`src/sv/bcdtod_pkg.sv`:
```
// Package for the BCD time-of-day shift core: beat types and constants.
// Used by bcd_time_of_day_shift_core and bcdtod_checker; no dependencies.
package bcdtod_pkg;

  // One input beat: current time, sub-second count and requested shift
  typedef struct packed {
    logic [22:0]        time_bcd;
    logic [7:0]         subsecond_down;
    logic signed [31:0] offset_ms;
  } in_beat_t;

  // One result beat
  typedef struct packed {
    logic               write_time;
    logic [21:0]        new_time_bcd;
    logic signed [31:0] applied_offset_ms;
  } out_beat_t;

  // Pipeline depth from input register to output register
  localparam int NUM_STAGES = 11;

  // Time constants
  localparam logic [9:0]  MS_PER_SEC    = 10'd1000;
  localparam logic [8:0]  HALF_SEC_MS   = 9'd500;
  localparam logic [16:0] SEC_PER_DAY   = 17'd86400;
  localparam logic [11:0] SEC_PER_HOUR  = 12'd3600;
  localparam logic [5:0]  SEC_PER_MIN   = 6'd60;
  localparam logic [3:0]  DEC_BASE      = 4'd10;
  localparam logic [7:0]  SUBSEC_TOP    = 8'd255;

  // Reciprocals for division by constants
  // n / 1000 = (n * RECIP_MS) >> 38, exact for any 32-bit n
  localparam logic [28:0] RECIP_MS      = 29'd274877907;
  // a / 675 = (a * RECIP_675) >> 25, exact for a < 2^16
  localparam logic [15:0] RECIP_675     = 16'd49711;
  // a / 225 = (a * RECIP_225) >> 20, exact for a < 5400
  localparam logic [12:0] RECIP_225     = 13'd4661;
  // a / 15 = (a * RECIP_15) >> 14, exact for a < 1024
  localparam logic [10:0] RECIP_15      = 11'd1093;
  // a / 10 = (a * RECIP_10) >> 11, exact for a < 1029
  localparam logic [7:0]  RECIP_10      = 8'd205;

endpackage

```
`src/sv/bcd_time_of_day_shift_core.sv`:
```
// Top level of the BCD time-of-day shift core: an eleven-stage pipeline.
// Depends on bcdtod_pkg for beat types, time constants and reciprocals.
//
// Usage:
//   The item channel (item_valid, item_stall, item) takes one beat per
//   cycle: a packed BCD time, the 256 Hz sub-second down-count and a signed
//   shift in ms. The result channel (result_valid, result_stall, result)
//   returns exactly one beat per item, in order: write_time, the shifted
//   time rounded to whole seconds in the same BCD layout, and the applied
//   shift (new minus old, in ms). The cfg channel writes clock_ready; it
//   is always ready and must only be written while the core is idle.
//   When clock_ready is 0 or the shift is 0 the result is all zeros.
// Pipeline and throughput:
//   An item passes eleven register stages, the first loaded at the edge
//   that accepts it; one item per cycle is sustained while result_stall
//   is low. The stages run time to ms, ms add and magnitude, reciprocal
//   divide by 1000, day wrap, and the hour/minute/digit split, each with
//   its multiplier behind a register.
// Reset and stall:
//   rst (synchronous) empties the pipeline and clears clock_ready. When
//   result_stall is high the output beat holds; earlier stages keep
//   advancing into empty slots, and item_stall rises once no slot is free.
module bcd_time_of_day_shift_core (
  input  logic                  clk,
  input  logic                  rst,
  input  logic                  item_valid,
  output logic                  item_stall,
  input  bcdtod_pkg::in_beat_t  item,
  output logic                  result_valid,
  input  logic                  result_stall,
  output bcdtod_pkg::out_beat_t result,
  input  logic                  cfg_valid,
  output logic                  cfg_ready,
  input  logic                  cfg_data
);
  import bcdtod_pkg::*;

  logic                  clock_ready;
  logic [NUM_STAGES-1:0] v;
  logic [NUM_STAGES-1:0] adv;

  // Stage 1: seconds of day and sub-second fraction
  logic        s1_act;
  logic [17:0] s1_tot;
  logic [9:0]  s1_frac;
  logic [31:0] s1_shift;
  // Stage 2: old time in ms
  logic        s2_act;
  logic [27:0] s2_old;
  logic [31:0] s2_shift;
  // Stage 3: rounded target, sign and magnitude
  logic        s3_act;
  logic [27:0] s3_old;
  logic        s3_neg;
  logic [31:0] s3_mag;
  // Stage 4: whole-second magnitude
  logic        s4_act;
  logic [27:0] s4_old;
  logic        s4_neg;
  logic [22:0] s4_q;
  // Stage 5: day count and new ms
  logic        s5_act;
  logic [27:0] s5_old;
  logic        s5_neg;
  logic [22:0] s5_q;
  logic [6:0]  s5_days;
  logic [31:0] s5_new_ms;
  // Stage 6: second of day and applied shift
  logic        s6_act;
  logic [16:0] s6_sod;
  logic [31:0] s6_diff;
  // Stage 7: hours
  logic        s7_act;
  logic [16:0] s7_sod;
  logic [4:0]  s7_hr;
  logic [31:0] s7_diff;
  // Stage 8: seconds within the hour
  logic        s8_act;
  logic [4:0]  s8_hr;
  logic [11:0] s8_rem;
  logic [31:0] s8_diff;
  // Stage 9: minutes
  logic        s9_act;
  logic [4:0]  s9_hr;
  logic [11:0] s9_rem;
  logic [5:0]  s9_mn;
  logic [31:0] s9_diff;
  // Stage 10: seconds, hour and minute tens
  logic        s10_act;
  logic [4:0]  s10_hr;
  logic [5:0]  s10_mn;
  logic [5:0]  s10_sc;
  logic [1:0]  s10_ht;
  logic [2:0]  s10_mt;
  logic [31:0] s10_diff;

  // Combinational stage values
  logic [5:0]  c1_h;
  logic [6:0]  c1_m;
  logic [6:0]  c1_s;
  logic [17:0] c1_frac_full;
  logic [33:0] c3_x;
  logic [63:0] c4_prod;
  logic [31:0] c5_sec;
  logic [31:0] c5_prod;
  logic [22:0] c6_day_sec;
  logic [16:0] c6_rem;
  logic [24:0] c7_prod;
  logic [16:0] c8_hsec;
  logic [19:0] c9_prod;
  logic [11:0] c10_msec;
  logic [12:0] c10_hprod;
  logic [13:0] c10_mprod;
  logic [13:0] c11_sprod;
  logic [2:0]  c11_st;
  logic [3:0]  c11_hu;
  logic [3:0]  c11_mu;
  logic [3:0]  c11_su;
  logic [6:0]  c11_htx;
  logic [6:0]  c11_mtx;
  logic [6:0]  c11_stx;
  logic [21:0] c11_bcd;

  // Config register: always ready
  assign cfg_ready = 1'b1;

  always_ff @(posedge clk) begin
    if (rst) begin
      clock_ready <= 1'b0;
    end else if (cfg_valid && cfg_ready) begin
      clock_ready <= cfg_data;
    end
  end

  // Advance a stage when it is empty or its successor advances
  always_comb begin
    adv[NUM_STAGES-1] = !v[NUM_STAGES-1] || !result_stall;
    for (int k = NUM_STAGES - 2; k >= 0; k--) begin
      adv[k] = !v[k] || adv[k+1];
    end
  end

  assign item_stall   = !adv[0];
  assign result_valid = v[NUM_STAGES-1];

  // Move valid bits with the data
  always_ff @(posedge clk) begin
    if (rst) begin
      v <= '0;
    end else begin
      if (adv[0]) begin
        v[0] <= item_valid;
      end
      for (int k = 1; k < NUM_STAGES; k++) begin
        if (adv[k]) begin
          v[k] <= v[k-1];
        end
      end
    end
  end

  // Stage 1: decode BCD digits, sum seconds, scale the fraction
  always_comb begin
    c1_h = 6'(item.time_bcd[21:20]) * 6'(DEC_BASE) + 6'(item.time_bcd[19:16]);
    c1_m = 7'(item.time_bcd[14:12]) * 7'(DEC_BASE) + 7'(item.time_bcd[11:8]);
    c1_s = 7'(item.time_bcd[6:4]) * 7'(DEC_BASE) + 7'(item.time_bcd[3:0]);
    c1_frac_full = 18'(SUBSEC_TOP - item.subsecond_down) * 18'(MS_PER_SEC);
  end

  always_ff @(posedge clk) begin
    if (adv[0]) begin
      s1_act   <= clock_ready && (item.offset_ms != '0);
      s1_tot   <= 18'(c1_h) * 18'(SEC_PER_HOUR) + 18'(c1_m) * 18'(SEC_PER_MIN)
                  + 18'(c1_s);
      s1_frac  <= c1_frac_full[17:8];
      s1_shift <= item.offset_ms;
    end
  end

  // Stage 2: old time in ms
  always_ff @(posedge clk) begin
    if (adv[1]) begin
      s2_act   <= s1_act;
      s2_old   <= 28'(s1_tot) * 28'(MS_PER_SEC) + 28'(s1_frac);
      s2_shift <= s1_shift;
    end
  end

  // Stage 3: add shift and half second, split into sign and magnitude
  assign c3_x = {6'b0, s2_old} + {{2{s2_shift[31]}}, s2_shift} + 34'(HALF_SEC_MS);

  always_ff @(posedge clk) begin
    if (adv[2]) begin
      s3_act <= s2_act;
      s3_old <= s2_old;
      s3_neg <= c3_x[33];
      s3_mag <= c3_x[33] ? 32'(-c3_x) : c3_x[31:0];
    end
  end

  // Stage 4: truncate magnitude to whole seconds
  assign c4_prod = 64'(s3_mag) * 64'(RECIP_MS);

  always_ff @(posedge clk) begin
    if (adv[3]) begin
      s4_act <= s3_act;
      s4_old <= s3_old;
      s4_neg <= s3_neg;
      s4_q   <= c4_prod[60:38];
    end
  end

  // Stage 5: count whole days, restore sign, scale back to ms
  assign c5_sec  = s4_neg ? -{9'b0, s4_q} : {9'b0, s4_q};
  assign c5_prod = 32'(s4_q[22:7]) * 32'(RECIP_675);

  always_ff @(posedge clk) begin
    if (adv[4]) begin
      s5_act    <= s4_act;
      s5_old    <= s4_old;
      s5_neg    <= s4_neg;
      s5_q      <= s4_q;
      s5_days   <= c5_prod[31:25];
      s5_new_ms <= c5_sec * 32'(MS_PER_SEC);
    end
  end

  // Stage 6: wrap into one day with a non-negative remainder
  assign c6_day_sec = 23'(s5_days) * 23'(SEC_PER_DAY);
  assign c6_rem     = 17'(s5_q - c6_day_sec);

  always_ff @(posedge clk) begin
    if (adv[5]) begin
      s6_act  <= s5_act;
      s6_sod  <= (s5_neg && (c6_rem != '0)) ? SEC_PER_DAY - c6_rem : c6_rem;
      s6_diff <= s5_new_ms - {4'b0, s5_old};
    end
  end

  // Stage 7: hours
  assign c7_prod = 25'(s6_sod[16:4]) * 25'(RECIP_225);

  always_ff @(posedge clk) begin
    if (adv[6]) begin
      s7_act  <= s6_act;
      s7_sod  <= s6_sod;
      s7_hr   <= c7_prod[24:20];
      s7_diff <= s6_diff;
    end
  end

  // Stage 8: seconds within the hour
  assign c8_hsec = 17'(s7_hr) * 17'(SEC_PER_HOUR);

  always_ff @(posedge clk) begin
    if (adv[7]) begin
      s8_act  <= s7_act;
      s8_hr   <= s7_hr;
      s8_rem  <= 12'(s7_sod - c8_hsec);
      s8_diff <= s7_diff;
    end
  end

  // Stage 9: minutes
  assign c9_prod = 20'(s8_rem[11:2]) * 20'(RECIP_15);

  always_ff @(posedge clk) begin
    if (adv[8]) begin
      s9_act  <= s8_act;
      s9_hr   <= s8_hr;
      s9_rem  <= s8_rem;
      s9_mn   <= c9_prod[19:14];
      s9_diff <= s8_diff;
    end
  end

  // Stage 10: seconds, tens of hours and minutes
  assign c10_msec  = 12'(s9_mn) * 12'(SEC_PER_MIN);
  assign c10_hprod = 13'(s9_hr) * 13'(RECIP_10);
  assign c10_mprod = 14'(s9_mn) * 14'(RECIP_10);

  always_ff @(posedge clk) begin
    if (adv[9]) begin
      s10_act  <= s9_act;
      s10_hr   <= s9_hr;
      s10_mn   <= s9_mn;
      s10_sc   <= 6'(s9_rem - c10_msec);
      s10_ht   <= c10_hprod[12:11];
      s10_mt   <= c10_mprod[13:11];
      s10_diff <= s9_diff;
    end
  end

  // Stage 11: units digits, pack BCD, zero the beat when nothing shifts
  always_comb begin
    c11_sprod = 14'(s10_sc) * 14'(RECIP_10);
    c11_st    = c11_sprod[13:11];
    c11_htx   = 7'(s10_ht) * 7'(DEC_BASE);
    c11_mtx   = 7'(s10_mt) * 7'(DEC_BASE);
    c11_stx   = 7'(c11_st) * 7'(DEC_BASE);
    c11_hu    = 4'(7'(s10_hr) - c11_htx);
    c11_mu    = 4'(7'(s10_mn) - c11_mtx);
    c11_su    = 4'(7'(s10_sc) - c11_stx);
    c11_bcd   = {s10_ht, c11_hu, 1'b0, s10_mt, c11_mu, 1'b0, c11_st, c11_su};
  end

  always_ff @(posedge clk) begin
    if (adv[10]) begin
      result.write_time        <= s10_act;
      result.new_time_bcd      <= s10_act ? c11_bcd : '0;
      result.applied_offset_ms <= s10_act ? s10_diff : '0;
    end
  end

endmodule

```
`config.mk`:
```
export PLATFORM = sky130hd
export DESIGN_NAME = bcd_time_of_day_shift_core
export DESIGN_NICKNAME = d
export VERILOG_FILES = /design/src/sv/bcdtod_pkg.sv /design/src/sv/bcd_time_of_day_shift_core.sv
export SDC_FILE = /design/constraint.sdc
export NUM_CORES = 2
export LEC_CHECK = 0
export BUFFER_PORTS_ARGS = -buffer_cell sky130_fd_sc_hd__buf_2
export CORE_ASPECT_RATIO = 1.2
export CORE_MARGIN = 8
export CORE_UTILIZATION = 55
export DETAILED_ROUTE_END_ITERATION = 8
export GPL_ROUTABILITY_DRIVEN = 1
export PLACE_DENSITY = 0.79
export SLEW_MARGIN = 40
export SYNTH_ARGS = -nofsm -noshare
export SYNTH_HDL_FRONTEND = slang
export SYNTH_SLANG_ARGS = --single-unit
```
`constraint.sdc`:
```
create_clock -name clk -period 9.4 [get_ports clk]
set_clock_uncertainty 0.1 [all_clocks]
set_input_delay 1.88 -clock clk [delete_from_list [all_inputs] [get_ports clk]]
set_output_delay 1.88 -clock clk [all_outputs]
set_load 0.005 [all_outputs]
```
; Word-level counts from Yosys, hierarchy flattened
; Index checks and enable logic that the tools add are counted.
[totals]
word_cells = 131
ff_bits = 639
input_bits = 69
out_inout_bits = 58
[op_classes]
mux = 3
n_mul = 21
reduce_logical = 28
n_addsub = 19
[op_table]
columns = operator, count
row1 = $mux W32, 2
row2 = $mul A32 B29 Y61 const B, 1
row3 = $mul A6 B8 Y14 const B, 3
row4 = $add A33 B10 Y34 const B, 1
row5 = $add A29 B32 Y33, 1
row6 = $mul A16 B16 Y32 const B, 1
row7 = $mul A32 B7 Y29 const B, 1
row8 = $neg A23 Y32, 1
row9 = $neg A32 Y32, 1
row10 = $reduce_bool A32 Y1, 1
row11 = $sub A32 B28 Y32, 1
row12 = $add A28 B10 Y28, 1
row13 = $mul A13 B13 Y25 const B, 1
row14 = $mul A18 B7 Y25 const B, 1
row15 = $mul A10 B11 Y20 const B, 1
row16 = $add A18 B13 Y18, 1
row17 = $add A18 B7 Y18, 1
row18 = $mul A18 B7 Y15 const B, 1
row19 = $mux W17, 1
row20 = $reduce_bool A17 Y1, 1
row21 = $sub A17 B17 Y17, 1
row22 = $sub A17 B17 Y17 const A, 1
row23 = $add A7 B4 Y7, 2
row24 = $logic_not A1 Y1, 13
row25 = other kinds (16), 31

; Longest topological paths before layout
[logic_depth]
word_depth = 13
ltp_mapped = 25
ltp_nobuf = 25

; Worst setup path after synthesis
; OpenSTA, ideal clock, no wires.
[synth_path]
kind = input port to output port
from = input port result_stall
to = output port item_stall
slack_ns = -0.799
n_path_buf = 1
path_stages = 7
t_arrival_ns = 8.219
cell_sequence = and3_1 -> and3_1 -> clkbuf_1 -> nand4_1 -> nor2_1 -> nand4_1 -> inv_1
[synth_via]
elab_chain_len = 13
[synth_rtl]
columns = element, line_no
row1 = from (decl), bcd_time_of_day_shift_core.sv:30  ; input logic result_stall,
row2 = $logic_not A1 Y1, bcd_time_of_day_shift_core.sv:137  ; adv[NUM_STAGES-1] = !v[NUM_STAGES-1] || !result_stall;
row3 = $logic_or A1 B1 Y1, bcd_time_of_day_shift_core.sv:137
row4 = $logic_or A1 B1 Y1 (6 in series), bcd_time_of_day_shift_core.sv:139  ; adv[k] = !v[k] || adv[k+1];
row5 = named net adv[4], bcd_time_of_day_shift_core.sv:40  ; logic [NUM_STAGES-1:0] adv;
row6 = $logic_or A1 B1 Y1 (4 in series), bcd_time_of_day_shift_core.sv:139
row7 = $logic_not A1 Y1, bcd_time_of_day_shift_core.sv:143  ; assign item_stall = !adv[0];
row8 = to (decl), bcd_time_of_day_shift_core.sv:27  ; output logic item_stall,
; The timed path passes the listed nets, and every way through them passes these cells.

; Final worst setup path
[layout_path]
from = register s3_mag[9]
to = register s4_q[21] (data pin)
[layout_via]
elab_chain_len = 1
[layout_rtl]
columns = element, line_no
row1 = from (decl), bcd_time_of_day_shift_core.sv:55  ; logic [31:0] s3_mag;
row2 = from (signal assigned), bcd_time_of_day_shift_core.sv:197  ; s3_mag <= c3_x[33] ? 32'(-c3_x) : c3_x[31:0];
row3 = $mul A32 B29 Y61, bcd_time_of_day_shift_core.sv:202  ; assign c4_prod = 64'(s3_mag) * 64'(RECIP_MS);
row4 = named net c4_prod[59], bcd_time_of_day_shift_core.sv:103  ; logic [63:0] c4_prod;
row5 = to (signal assigned), bcd_time_of_day_shift_core.sv:209  ; s4_q <= c4_prod[60:38];
row6 = to (decl), bcd_time_of_day_shift_core.sv:60  ; logic [22:0] s4_q;
; The timed path passes the listed nets, and every way through them passes these cells.
; A chain may end at the register's enable or synchronous reset.

==> run metrics <==
diode count=0; Via density=5.44; Worst Hold Depth=0; FILL cells=8426; synthesized area=59900 µm²; Routed Antenna Nets=0; Initial Utilization=55.5%; initial antenna violation count=1; post-synth top area share=31.3%; Worst Reg-to-Reg Cells=23; Mapped Avg Cell Area=11.7 µm²; Setup TNS Final=0 ps; global route overflow=0; Max-Cap Viols=0; Mapped Cells=5110; # resized after CTS=0; First-pass DRT Iterations=6; Fin Hold WS=297 ps; area of the multi-input gates=36600 µm²; crit-path max FO=11; die area=120000 µm²; Post CTS Setup Buffer Count=0; GP Congestion=0.940; Worst path most repeated cell=fa_1; Synth top cells by count=1141 x inv_1, 1113 x ha_1, 625 x fa_1; startpoint types=flop; Initial DRC Count=1860; dpl ws=1420 ps; Max Clk Rate=124 MHz; unrepaired setup endpoints after global routing=no; H-tree levels=3; layout cells sized above 1=5.80%; Hold Buf Count CTS=0; largest net degree at the start of global routing=63; critical-path cell list=ha_1 -> fa_1 -> fa_1 -> inv_1 -> fa_1 -> inv_1 -> fa_1 -> fa_1 -> fa_1 -> inv_1 -> fa_1 -> inv_1 -> ha_1 -> a21oi_1 -> o21ai_0 -> a41o_1 -> nor4b_2 -> nand3_1 -> a31oi_1 -> a2111oi_0 -> nor3b_1 -> nor2_1 -> xnor2_1; Crit. End Element=flop; Root Buffer=clkbuf_16; first-pass GRT wire length=197000 µm; fraction of registers with async set/reset=0%; worst-margin pin slew=816 ps; final worst-path setup slack=1340 ps; CORE AREA=108000 µm²; clock transition at the registers of the reported paths=60 ps; routed len/inst=17.6 µm; Final Max Tran Viols=0; cell family with most CP delay=adder cells; Sink Count=636; P&R area growth vs syn=8.13%; synth top area cells=edfxtp_1 31%, ha_1 23%, fa_1 21%; critical path class=reg2reg; YS warnings=0; storage element area=19000 µm²; clock buffer depth=3; Die Height=378 µm; clock latency on the worst-skew pair=640 ps; top-count cell post-synth=inv_1; Yosys cell types=86; Final Hold Vio Count=0; CTS Buf Count=67; DRC=0; Synth Flop Type=edfxtp_1; status=finished, final reports clean; Data arrival, critical path=8340 ps; CP Buf/Inv Count=4; Slowest cell on crit path=edfxtp_1; vias in the first global route=39800; Post-synth EDFFs=624; vias=36700; Critical Path Max Stage Delay=880 ps; routed wire length=119000 µm; Die Width=317 µm; Total GRT Usage=20.4%; Setup Viol. Count Final=0; minimum clock period=8060 ps; Post-DP HPWL=98200 µm; CP Data Required Time=9680 ps; final core occ=60.0%; leading area contributor after synthesis=edfxtp_1; register area share after synthesis=31.7%; CTS tree=built; Hold WC Path Type=reg2reg; Rel. slew slack=45.6%; Rows=132; final layout net count=7095; Port Buffers=120; num ports=127; number of stages on the worst setup path=23; #FFs+latches synth=636; Final Cycle Share=85.8%
-- path summary, 6_finish.rpt --
kind         slack, ps                    to            startpoint
min                300  s9_diff[8]$_DFFE_PP_  s8_diff[8]$_DFFE_PP_
max reg2reg       1340    s4_q[21]$_DFFE_PP_   s3_mag[9]$_DFFE_PP_
max               1340    s4_q[21]$_DFFE_PP_   s3_mag[9]$_DFFE_PP_
min reg2reg        300  s9_diff[8]$_DFFE_PP_  s8_diff[8]$_DFFE_PP_
-- state kept, by name, indices dropped and copies added (netlist names), 32 cells and up --
signal    flops
s8_diff      32
s1_shift     32
result       53
s6_diff      32
s9_diff      32
s2_shift     32
s3_mag       32
s7_diff      32
s10_diff     32
-- placed cells by master (no fill, tap or decap), types with 19 or more instances in the layout --
master	Yosys	layout
xor2_1	92	92
clkbuf_16	0	67
o21bai_1	28	28
and3_1	20	19
ha_1	1113	1113
nor3_1	43	43
nor2b_1	26	26
a21oi_1	175	175
nand2_1	120	116
inv_1	1141	1138
o21a_1	31	31
o21ai_0	111	111
nand3_1	61	59
a21o_1	100	100
nor2_1	150	150
fa_1	625	625
a21boi_0	19	19
and2_1	60	60
o211ai_1	21	21
edfxtp_1	624	624
nand2b_1	28	28
buf_4	3	20
nand4_1	26	26
xnor2_1	208	204
buf_2	1	120
a31oi_1	21	21
-- layer usage --
| metal | up-vias | share of wire (%) | global-route usage (%) |
|---|---|---|---|
| li1 | 17500 | - | - |
| met1 | 18200 | 40 | 24.3 |
| met2 | 768 | 52 | 38.0 |
| met3 | 222 | 4.5 | 2.81 |
| met4 | 2 | 3.3 | 6.15 |
| met5 | - | 0.011 | 0 |
-- cell families (layout without fill, tap and decap cells) --
kind of cell    after synthesis  count (layout)  synth area share [%]
compound gates              624             624                  6.84
xor+xnor                    300             300                  4.39
fa+ha+maj                  1738            1738                  44.1
buf+inv                    1175            1405                  7.38
flops                       636             636                  31.7
mux                           8               8                 0.144
other cells                   2               3                0.0125
simple gates                627             627                  5.43
-- per-stage QoR --
stage	cell area, µm²	cells
finish	64800	6748
global route	64800	6748
CTS	64700	6748
detailed placement	62400	6626
global placement	62300	6625
floorplan	59900	5111
-- final cells by class --
class                   count  share of cell area [%]
multi-input cells        3300                    56.5
flip-flops and latches    636                    29.3
inverters                1142                    6.62
well taps                1407                    2.72
clock buffers              76                    2.64
repair buffers            141                    1.19
clock inverters            46                    1.02
Power is not shown: default switching activity piles up to over one toggle a cycle in this logic, so the estimate is an artifact.
